File: src/hw/rtl/dqs_pkg.sv
// Shared constants and codes for the double-ended queue with search.
`default_nettype none
package dqs_pkg;

  localparam int CAPACITY = 16;
  localparam int ACTION_W = 3;
  localparam int VALUE_W  = 32;
  localparam int STATUS_W = 2;
  localparam int OCC_W    = 5;

  typedef enum logic [ACTION_W-1:0] {
    ACT_PUSH_FRONT  = 3'd0,
    ACT_PUSH_BACK   = 3'd1,
    ACT_POP_FRONT   = 3'd2,
    ACT_POP_BACK    = 3'd3,
    ACT_SEARCH      = 3'd4
  } action_t;

  typedef enum logic [STATUS_W-1:0] {
    ST_DONE  = 2'd0,
    ST_EMPTY = 2'd1,
    ST_FULL  = 2'd2
  } status_t;

endpackage
`default_nettype wire

File: src/hw/rtl/dqs_if.sv
// Request and response channel interfaces for the double-ended queue.
`default_nettype none
interface dqs_req_if;
  logic                                valid;
  logic                                ready;
  logic        [dqs_pkg::ACTION_W-1:0] action;
  logic signed [dqs_pkg::VALUE_W-1:0]  value;

  modport source (output valid, output action, output value, input ready);
  modport sink   (input valid, input action, input value, output ready);
endinterface

interface dqs_rsp_if;
  logic                         valid;
  logic                         ready;
  logic [dqs_pkg::STATUS_W-1:0] status;
  logic                         found;
  logic [dqs_pkg::OCC_W-1:0]    occupancy;

  modport source (output valid, output status, output found, output occupancy, input ready);
  modport sink   (input valid, input status, input found, input occupancy, output ready);
endinterface
`default_nettype wire

File: src/hw/rtl/dqs_ram.sv
// Generic single-write, single-read RAM with registered read data.
`default_nettype none
module dqs_ram #(
  parameter int WIDTH = dqs_pkg::VALUE_W,
  parameter int DEPTH = dqs_pkg::CAPACITY
) (
  input  wire logic                     clk,
  input  wire logic                     we,
  input  wire logic [$clog2(DEPTH)-1:0] waddr,
  input  wire logic [WIDTH-1:0]         wdata,
  input  wire logic                     re,
  input  wire logic [$clog2(DEPTH)-1:0] raddr,
  output logic      [WIDTH-1:0]         rdata
);

  logic [WIDTH-1:0] mem [DEPTH];

  always_ff @(posedge clk) begin
    if (we) begin
      mem[waddr] <= wdata;
    end
    if (re) begin
      rdata <= mem[raddr];
    end
  end

endmodule
`default_nettype wire

File: src/hw/rtl/double_ended_queue_with_search.sv
// Bounded double-ended queue of 32-bit words in a circular RAM, with key search.
//
//  channel  dir  fields                        word
//  req      in   action[2:0], value[31:0]      one request
//  rsp      out  status[1:0], found, occ[4:0]  one response per request
//
// Push and remove are handled in the idle state; the response register
// frees req.ready again once it is taken (or taken in the same cycle).
// In a search the single RAM read port delivers one stored word per cycle,
// each compared in the cycle after its read; it stops at the first hit.
// Search on an empty queue answers from the idle state with status empty.
// Reset clears the state, indices, count and valid flags; RAM contents stay undefined
// until written, and no slot is read before it has been written.
`default_nettype none
module double_ended_queue_with_search #(
  parameter int CAPACITY = dqs_pkg::CAPACITY
) (
  input wire logic  clk,
  input wire logic  rst,
  dqs_req_if.sink   req,
  dqs_rsp_if.source rsp
);

  localparam int IDX_W = $clog2(CAPACITY);
  localparam int CNT_W = $clog2(CAPACITY + 1);
  localparam logic [IDX_W-1:0] LAST_IDX = IDX_W'(CAPACITY - 1);
  localparam logic [CNT_W-1:0] FULL_CNT = CNT_W'(CAPACITY);

  typedef enum logic [1:0] {
    S_IDLE   = 2'b01,
    S_SEARCH = 2'b10
  } state_t;

  state_t                        state;
  logic [IDX_W-1:0]              front;
  logic [IDX_W-1:0]              back;
  logic [CNT_W-1:0]              count;
  logic [dqs_pkg::VALUE_W-1:0]   key;
  logic [IDX_W-1:0]              rd_slot;
  logic [CNT_W-1:0]              issue_cnt;
  logic [CNT_W-1:0]              cmp_cnt;
  logic                          rd_pend;
  logic                          out_valid;
  dqs_pkg::status_t              out_status;
  logic                          out_found;
  logic [dqs_pkg::OCC_W-1:0]     out_occ;

  logic                          accept;
  logic                          is_full;
  logic                          is_empty;
  logic [IDX_W-1:0]              front_inc;
  logic [IDX_W-1:0]              front_dec;
  logic [IDX_W-1:0]              back_inc;
  logic [IDX_W-1:0]              back_dec;
  logic [IDX_W-1:0]              rd_slot_inc;
  logic                          ram_we;
  logic [IDX_W-1:0]              ram_waddr;
  logic                          ram_re;
  logic [dqs_pkg::VALUE_W-1:0]   ram_rdata;
  logic                          hit;
  logic                          last_cmp;

  assign accept   = req.valid && req.ready;
  assign is_full  = (count == FULL_CNT);
  assign is_empty = (count == '0);

  assign front_inc   = (front == LAST_IDX) ? '0 : front + 1'b1;
  assign front_dec   = (front == '0) ? LAST_IDX : front - 1'b1;
  assign back_inc    = (back == LAST_IDX) ? '0 : back + 1'b1;
  assign back_dec    = (back == '0) ? LAST_IDX : back - 1'b1;
  assign rd_slot_inc = (rd_slot == LAST_IDX) ? '0 : rd_slot + 1'b1;

  // Writes happen only in idle and a search starts after them, so reads
  // never overlap a write to the same slot.
  assign ram_we = accept && !is_full &&
                  (req.action inside {dqs_pkg::ACT_PUSH_FRONT, dqs_pkg::ACT_PUSH_BACK});
  assign ram_waddr = (req.action == dqs_pkg::ACT_PUSH_FRONT) ? front_dec : back;
  assign ram_re    = (state == S_SEARCH) && (issue_cnt < count);

  assign hit      = rd_pend && (ram_rdata == key);
  assign last_cmp = rd_pend && ((cmp_cnt + CNT_W'(1)) == count);

  dqs_ram #(
    .WIDTH (dqs_pkg::VALUE_W),
    .DEPTH (CAPACITY)
  ) u_store (
    .clk   (clk),
    .we    (ram_we),
    .waddr (ram_waddr),
    .wdata (req.value),
    .re    (ram_re),
    .raddr (rd_slot),
    .rdata (ram_rdata)
  );

  assign req.ready     = (state == S_IDLE) && (!out_valid || rsp.ready);
  assign rsp.valid     = out_valid;
  assign rsp.status    = out_status;
  assign rsp.found     = out_found;
  assign rsp.occupancy = out_occ;

  always_ff @(posedge clk) begin
    if (rst) begin
      state     <= S_IDLE;
      front     <= '0;
      back      <= '0;
      count     <= '0;
      out_valid <= 1'b0;
      rd_pend   <= 1'b0;
    end else begin
      if (rsp.valid && rsp.ready) begin
        out_valid <= 1'b0;
      end
      case (state)
        S_IDLE: begin
          rd_pend <= 1'b0;
          if (accept) begin
            out_valid  <= 1'b1;
            out_status <= dqs_pkg::ST_DONE;
            out_found  <= 1'b0;
            out_occ    <= dqs_pkg::OCC_W'(count);
            case (req.action)
              dqs_pkg::ACT_PUSH_FRONT: begin
                if (is_full) begin
                  out_status <= dqs_pkg::ST_FULL;
                end else begin
                  front   <= front_dec;
                  count   <= count + CNT_W'(1);
                  out_occ <= dqs_pkg::OCC_W'(count + CNT_W'(1));
                end
              end
              dqs_pkg::ACT_PUSH_BACK: begin
                if (is_full) begin
                  out_status <= dqs_pkg::ST_FULL;
                end else begin
                  back    <= back_inc;
                  count   <= count + CNT_W'(1);
                  out_occ <= dqs_pkg::OCC_W'(count + CNT_W'(1));
                end
              end
              dqs_pkg::ACT_POP_FRONT: begin
                if (is_empty) begin
                  out_status <= dqs_pkg::ST_EMPTY;
                end else begin
                  front   <= front_inc;
                  count   <= count - CNT_W'(1);
                  out_occ <= dqs_pkg::OCC_W'(count - CNT_W'(1));
                end
              end
              dqs_pkg::ACT_POP_BACK: begin
                if (is_empty) begin
                  out_status <= dqs_pkg::ST_EMPTY;
                end else begin
                  back    <= back_dec;
                  count   <= count - CNT_W'(1);
                  out_occ <= dqs_pkg::OCC_W'(count - CNT_W'(1));
                end
              end
              dqs_pkg::ACT_SEARCH: begin
                if (is_empty) begin
                  out_status <= dqs_pkg::ST_EMPTY;
                end else begin
                  // response comes from the search loop
                  out_valid <= 1'b0;
                  state     <= S_SEARCH;
                  key       <= req.value;
                  rd_slot   <= front;
                  issue_cnt <= '0;
                  cmp_cnt   <= '0;
                end
              end
              default: ;
            endcase
          end
        end
        S_SEARCH: begin
          // read one slot per cycle, compare it in the next cycle
          if (ram_re) begin
            rd_slot   <= rd_slot_inc;
            issue_cnt <= issue_cnt + CNT_W'(1);
          end
          rd_pend <= ram_re;
          if (rd_pend) begin
            cmp_cnt <= cmp_cnt + CNT_W'(1);
          end
          if (hit || last_cmp) begin
            state      <= S_IDLE;
            rd_pend    <= 1'b0;
            out_valid  <= 1'b1;
            out_status <= dqs_pkg::ST_DONE;
            out_found  <= hit;
            out_occ    <= dqs_pkg::OCC_W'(count);
          end
        end
        default: begin
          state <= S_IDLE;
        end
      endcase
    end
  end

  a_count_bound: assert property (@(posedge clk) disable iff (rst)
    count <= FULL_CNT)
    else $error("element count above capacity");

  a_full_flag: assert property (@(posedge clk) disable iff (rst)
    (accept && is_full &&
     (req.action == dqs_pkg::ACT_PUSH_FRONT || req.action == dqs_pkg::ACT_PUSH_BACK))
    |=> (rsp.valid && rsp.status == dqs_pkg::ST_FULL && $stable(count)))
    else $error("push on full queue not flagged or not dropped");

  a_search_no_rsp: assert property (@(posedge clk) disable iff (rst)
    (state == S_SEARCH) |-> (!out_valid && !req.ready))
    else $error("response pending or request taken during search");

  a_found_done: assert property (@(posedge clk) disable iff (rst)
    (rsp.valid && rsp.found) |-> (rsp.status == dqs_pkg::ST_DONE))
    else $error("found set with non-done status");

endmodule
`default_nettype wire

File: src/flat_wrapper.sv
// flat-port wrapper written by rule: the top's interface ports become plain ports
module double_ended_queue_with_search_flat 
#(
  parameter int CAPACITY = dqs_pkg::CAPACITY
)
  (clk, rst, req_valid, req_action, req_value, req_ready, rsp_valid, rsp_status, rsp_found, rsp_occupancy, rsp_ready);
  dqs_req_if req_i ();
  dqs_rsp_if rsp_i ();
  input wire logic clk;
  input wire logic rst;
  input wire logic [$bits(req_i.valid)-1:0] req_valid;
  input wire logic [$bits(req_i.action)-1:0] req_action;
  input wire logic [$bits(req_i.value)-1:0] req_value;
  output wire logic [$bits(req_i.ready)-1:0] req_ready;
  output wire logic [$bits(rsp_i.valid)-1:0] rsp_valid;
  output wire logic [$bits(rsp_i.status)-1:0] rsp_status;
  output wire logic [$bits(rsp_i.found)-1:0] rsp_found;
  output wire logic [$bits(rsp_i.occupancy)-1:0] rsp_occupancy;
  input wire logic [$bits(rsp_i.ready)-1:0] rsp_ready;
  assign req_i.valid = req_valid;
  assign req_i.action = req_action;
  assign req_i.value = req_value;
  assign req_ready = req_i.ready;
  assign rsp_valid = rsp_i.valid;
  assign rsp_status = rsp_i.status;
  assign rsp_found = rsp_i.found;
  assign rsp_occupancy = rsp_i.occupancy;
  assign rsp_i.ready = rsp_ready;
  double_ended_queue_with_search #(.CAPACITY(CAPACITY)) u_core (.clk(clk), .rst(rst), .req(req_i), .rsp(rsp_i));
endmodule
File: config.mk
export PLATFORM = sky130hd
export DESIGN_NAME = double_ended_queue_with_search_flat
export DESIGN_NICKNAME = d
export VERILOG_FILES = /design/src/hw/rtl/dqs_pkg.sv /design/src/hw/rtl/dqs_if.sv /design/src/hw/rtl/dqs_ram.sv /design/src/hw/rtl/double_ended_queue_with_search.sv /design/src/flat_wrapper.sv
export SDC_FILE = /design/constraint.sdc
export NUM_CORES = 1
export LEC_CHECK = 0
export ABC_AREA = 1
export BUFFER_PORTS_ARGS = -buffer_cell sky130_fd_sc_hd__buf_4
export CORE_UTILIZATION = 40
export CTS_BUF_LIST = sky130_fd_sc_hd__clkbuf_4
export DETAILED_ROUTE_END_ITERATION = 10
export HOLD_SLACK_MARGIN = 0.05
export SETUP_SLACK_MARGIN = 0.1
export SLEW_MARGIN = 20
export SYNTH_ARGS = -nofsm -noshare
export SYNTH_HDL_FRONTEND = slang
export SYNTH_SLANG_ARGS = --single-unit
File: constraint.sdc
create_clock -name clk -period 8.05 [get_ports clk]
set_input_delay 1.61 -clock clk [delete_from_list [all_inputs] [get_ports clk]]
set_output_delay 1.61 -clock clk [all_outputs]
set_load 0.01 [all_outputs]
Word-level counts from Yosys, hierarchy flattened
Memories as Yosys holds them, arrays and structs flattened. A register that Yosys moved wholly into a read port is not among the register bits. Index checks and enable logic that the tools add are counted.

Register bits: 71. Bits of input ports: 39. Bits in writable memories: 512. Memories: 1. Word-level logic and storage cells: 133. Output and inout bits: 10.

Magnitude comparators: 1. Bitwise gates (word level): 2. Add/subtract/negate cells: 9. Multiplexer cells: 54. Equal/unequal tests: 22. Reduce and logical (&&, ||, !) cells: 31.

Memory list: u_core.u_store.mem (depth 16, width 32, read ports 1, clocked after Yosys merged registers in 1, wr ports 1, line dqs_ram.sv:16) `logic [WIDTH-1:0] mem [DEPTH];`.

Operators with widths (count): 4-bit 2-to-1 mux (14); 5-bit 2-to-1 mux (9); 5-bit case mux with 2 select lines (4); 32-bit equality test (1); 4-bit case mux with 2 select lines (3); 5-bit by 1-bit adder with 5-bit output, second input constant (3); 5-bit AND reduction (3); 2-bit 2-to-1 mux (7); 2-bit inequality test, second input constant (7); 4-bit by 1-bit adder with 4-bit output, second input constant (3); 4-bit equality test, second input constant (3); 2-bit case mux with 2 select lines (3); 6-bit AND reduction (2); 1-bit 2-to-1 mux (11); 1-bit logical AND (8); 4-bit zero test (2); 4-bit AND reduction (2); 2-bit nonzero test (4); 4-bit by 1-bit subtractor with 4-bit output, second input constant (2); 3-bit by 2-bit equality test with 1-bit output, second input constant (2); 2-bit by 1-bit inequality test with 1-bit output, second input constant (3); 1-bit case mux with 2 select lines (3); 5-bit equality test (1); 5-bit equality test, second input constant (1); 14 further kinds (18).

Longest topological paths before layout
Depth after elaboration: 8. Depth in mapped cells: 14. Mapped depth without buffers: 14.

By module
From an unflattened synthesis, not the netlist that was laid out.

Cell total of the unflattened synthesis: 2664. Area total of the unflattened synthesis: 27436.3 µm².

By module, submodules not included: dqs_ram (cells an instance 2122, seq. area each 16335.7 µm², area an instance 23052.1 µm², times used 1); double_ended_queue_with_search (cells an instance 542, seq. area each 1961.9 µm², area an instance 4384.2 µm², times used 1).

Least setup slack after synthesis
No wires, ideal clock.

Path type: input-to-reg. Start point: input port req_action[2]. End point: memory u_core.u_store.mem[1][0] in the netlist's numbering, enable pin. Setup slack: 3.816 ns. Library setup time: 0.421 ns. Arrival time: 3.813 ns. Stages on the path: 8. Required time: 7.629 ns. Path buffers: 1. Cells stage by stage: buf_4 nor2_4 nand2_1 inv_2 o21ai_1 o21ai_1 nand3_1 nor2_1.

Cells in the longest elaborated chain, start to end: 5. Elaborated cells between the ends (all ways): 7. Those cells by class: eq/ne (1); mux (3); reduce/logical (3).

RTL lines: start, declared (line flat_wrapper.sv:12) `input wire logic [$bits(req_i.action)-1:0] req_action;`; 3-bit by 1-bit equality test with 1-bit output / 3-bit zero test (equally long branches) (line double_ended_queue_with_search.sv:76, double_ended_queue_with_search.sv:77); 2-bit nonzero test (line double_ended_queue_with_search.sv:76) `(req.action inside {dqs_pkg::ACT_PUSH_FRONT, dqs_pkg::ACT_PUSH_BACK});`; 1-bit logical AND (line double_ended_queue_with_search.sv:75) `assign ram_we = accept && !is_full &&`; 1-bit 2-to-1 mux (line dqs_ram.sv:19) `if (we) begin`; 1-bit 2-to-1 mux (not written as such) (line dqs_ram.sv:20) `mem[waddr] <= wdata;`; end, declared (line dqs_ram.sv:16).

Parallel ways exist; a longest one is shown, timed or not.

Worst setup path after layout
Start point: input port rsp_ready. End point: output port req_ready.

Cells in the longest elaborated chain, start to end: 2.

RTL lines: start, declared (line flat_wrapper.sv:19) `input wire logic [$bits(rsp_i.ready)-1:0] rsp_ready;`; 1-bit logical OR (line double_ended_queue_with_search.sv:96) `assign req.ready = (state == S_IDLE) && (!out_valid || rsp.ready);`; 1-bit logical AND (line double_ended_queue_with_search.sv:96); end, declared (line flat_wrapper.sv:14) `output wire logic [$bits(req_i.ready)-1:0] req_ready;`.

No other way between the ends.

==> results.sh <==
export IMPL_cts_hold_buf=0
export IMPL_critPathLaunchType="input pin"
export IMPL_port_buffers=48
export IMPL_fin_skew_ps=62.3
export IMPL_setup_tns_final_ps=0
export IMPL_wl_per_cell_um=21.5
export IMPL_synth_xor_area_share_pct=0.859
export IMPL_hold_class="register to register"
export IMPL_synth_area_top_cells="edfxtp_1, nand2_1, nor2_1"
export IMPL_grt_max_degree=169
export IMPL_die_h_um=254
export IMPL_synth_nets=2044
export IMPL_p_total_w=0.00829
export IMPL_critical_path_peak_fanout=3
export IMPL_gp_congestion=0.899
export IMPL_hold_violations=0
export IMPL_core_um2=63000
export IMPL_final_cells=3093
export IMPL_required_ps=6440
export IMPL_fmax_ghz=0.259
export IMPL_worstSkewPairLatency_ps=1010
export IMPL_async_flop_share_pct=0
export IMPL_antenna_found_initial=5
export IMPL_cts_resized=0
export IMPL_drive_gt1_share_pct=19.8
export IMPL_crit_type="input pin to output pin"
export IMPL_clkTransAtPathRegs_ps=70
export IMPL_post_route_drc_count=0
export IMPL_drtIter0Drc=1683
export IMPL_cts_made_buffers=160
export IMPL_syn2layout_area_growth_pct=13.4
export IMPL_overflow=0
export IMPL_cts_tree="done"
export IMPL_critical_path_endpoint_type="output pin"
export IMPL_synth_edf_count=598
export IMPL_fin_crit_sh_pct=47.9
export IMPL_vias=16700
export IMPL_drt_total_wl_mm=66.4
export IMPL_swShare_pct=31.7
export IMPL_dieArea_um2=64700
export IMPL_fin_util_pct=45.9
export IMPL_clock_path_buffers=3
export IMPL_worst_pin_slew_ps=998
export IMPL_slew_headroom_pct=33.5
export IMPL_post_place_cells=2810
export IMPL_netlist_area_um2=25500
export IMPL_yosysTopAreaCellShare_pct=70.4
export IMPL_rows=92
export IMPL_synth_simple_gate_area_share_pct=11.4
export IMPL_maxCapViolations=0
export IMPL_die_w_um=254
export IMPL_grt_pass1_vias=16300
export IMPL_grt_setup_unrepaired="no"
export IMPL_power_frac_seq_pct=45.0
export IMPL_p_switching_w=0.00263
export IMPL_p_leak_nw=10.1
export IMPL_status="finished clean"
export IMPL_cts_root_buffer="clkbuf_4"
export IMPL_dp_slack_ps=3780
export IMPL_h_tree_depth=4
export IMPL_cts_sinks=615
export IMPL_cts_setup_buffers=0
export IMPL_io_pins=49
export IMPL_final_nets=2182
export IMPL_fin_crit_ps=3860
export IMPL_yosysSeqAreaShare_pct=71.8
export IMPL_vias_per_cell=5.40
export IMPL_antenna_left=0
export IMPL_ys_warnings_count=0
export IMPL_p_clk_share_pct=33.5
export IMPL_synthCells=1988
export IMPL_initial_core_util_pct=40.5
export IMPL_dp_hpwl_mm=37.1
export IMPL_grt_first_pass_wirelength_mm=99.5
export IMPL_avgSynthCellArea_um2=12.8
export IMPL_firstDrtPassIters=6
export IMPL_synth_area_mux_share_pct=0
export IMPL_slew_viol_final=0
export IMPL_yosysTopAreaCell="edfxtp_1"
export IMPL_p_int_w=0.00566
export IMPL_synthFlopType="edfxtp_1"
export IMPL_powerDensity_nw_per_um2=287
export IMPL_setup_viol=0
export IMPL_ir_drop_uv=140
export IMPL_combPwrFrac_pct=21.5
export IMPL_ys_types=50
export IMPL_synth_top_family_by_area="simple AND/OR/NAND/NOR gates"
export IMPL_synth_seq_cells=615
export IMPL_synth_compound_area_share_pct=11.0
export IMPL_layout_setup_ws_ps=4190
export IMPL_synthAdderAreaFrac_pct=0.834
export IMPL_cp_arrival_ps=2250
export IMPL_grt_total_usage_pct=21.0
-- routing by layer --
layer / global-route usage, % / part of all wire (%) / vias up
met3: 5.29 / 8.0 / 125
met1: 28.6 / 44 / 8237
met5: 0 / 0 / -
met4: 8.38 / 2.2 / 0
li1: - / - / 7632
met2: 32.1 / 46 / 722
-- final cells by class --
| class | instances | area (um2) |
|---|---|---|
| Sequential cell | 615 | 18300 |
| Timing Repair Buffer | 82 | 748 |
| Antenna cell | 5 | 12.5 |
| Fill cell | 5661 | 34100 |
| Tap cell | 846 | 1060 |
| Clock inverter | 55 | 420 |
| Inverter | 110 | 428 |
| Multi-Input combinational cell | 1157 | 6260 |
| Clock buffer | 223 | 1670 |
-- synth_stat cells, types with 2 or more instances --
master,n
ha_1,17
inv_6,2
o221ai_1,24
o2111ai_1,3
xor2_1,14
inv_2,14
o21ai_1,102
nand3_1,78
inv_1,93
nand3b_1,2
clkbuf_1,26
o211ai_1,2
o22ai_1,45
buf_6,16
edfxtp_1,598
nor2_1,195
nor2_2,3
a21oi_2,11
nand4_1,31
buf_2,40
buf_1,6
buf_4,17
a221oi_2,36
a21oi_1,92
nor3_1,9
o21ai_0,108
or2_1,3
dfxtp_1,17
nand2_2,12
nor2_4,3
nand2_1,331
nand3_2,4
a221oi_1,4
xnor2_1,11
nor3_2,4
-- registers in the layout (all words and copies together) (netlist names) --
register / flops
u_core.u_store.rdata: 32
u_core.back: 4
u_core.rsp.valid: 1
u_core.state: 2
u_core.front: 4
u_core.key: 32
u_core.rsp.found: 1
u_core.rsp.occupancy: 5
u_core.rd_pend: 1
u_core.u_store.mem: 512
u_core.count: 5
u_core.rsp.status: 2
u_core.issue_cnt: 5
u_core.cmp_cnt: 5
u_core.rd_slot: 4
-- path summary, 6_finish.rpt --
kind                                                   start                                  to  slack (ps)  cells after the start
worst max-delay path                               rsp_ready                           req_ready        4190                      5
worst max register to register   u_core.rd_slot[0]$_DFFE_PP_  u_core.u_store.rdata[29]$_DFFE_PP_        4630                      7
worst min register to register  u_core.state[1]$_SDFFE_PP0P_        u_core.state[1]$_SDFFE_PP0P_         490                      2
worst min-delay path            u_core.state[1]$_SDFFE_PP0P_        u_core.state[1]$_SDFFE_PP0P_         490                      2
-- logic make-up after synthesis --
| family | count (synthesis) |
|---|---|
| AOI/OAI and AO/OA | 434 |
| xor gates and xnor gates | 25 |
| adders and majority gates | 17 |
| buffers and inverters | 216 |
| DFF | 615 |
| and+or+nand+nor | 681 |
-- power groups by stage --
stage	combinational (W)	sequential, W	clock, W
after detailed placement	0.00177	0.00379	0
after CTS	0.00178	0.00373	0.00284
after global placement	0.00173	0.00379	0
final	0.00178	0.00373	0.00278
after floorplan	0.00125	0.00378	0
after global routing	0.00195	0.00374	0.00301
-- critical path, cell delays in order --
cell	delay (ps)
buf_4	100
or2_1	270
inv_2	80
nor2_2	50
buf_4	140
-- through the flow --
step | hold slack, ps | area [um2]
2_1_floorplan | 464 | 25500
3_3_place_gp | 476 | 26600
3_5_place_dp | 481 | 26800
4_1_cts | 493 | 28900
5_1_grt | 549 | 28900
6_report | 494 | 28900
-- placed cells by master, fill, tap and decap left out, types with 2 or more instances in the layout --
cell and n:
o2111ai_1 3, a21oi_1 92, nor2_4 21, o211ai_1 2, nor2_1 177, edfxtp_1 598, ha_1 17, clkinv_1 32
clkinvlp_4 4, clkinv_4 4, nand2_1 330, xor2_1 14, clkinv_2 5, buf_16 6, diode_2 5, nor2_2 3
nand3_1 78, inv_2 15, a221oi_1 4, a221oi_2 36, nor3_2 4, o21ai_1 102, o21ai_0 108, inv_6 4
nand3b_1 2, dfxtp_1 17, or2_1 3, xnor2_1 11, bufinv_16 6, nand2_2 13, o22ai_1 45, nand4_1 31
inv_1 93, o221ai_1 24, clkbuf_4 223, a21oi_2 11, buf_4 75, nand3_2 4, nor3_1 9
No activity file was read; power rests on OpenSTA's default activity.
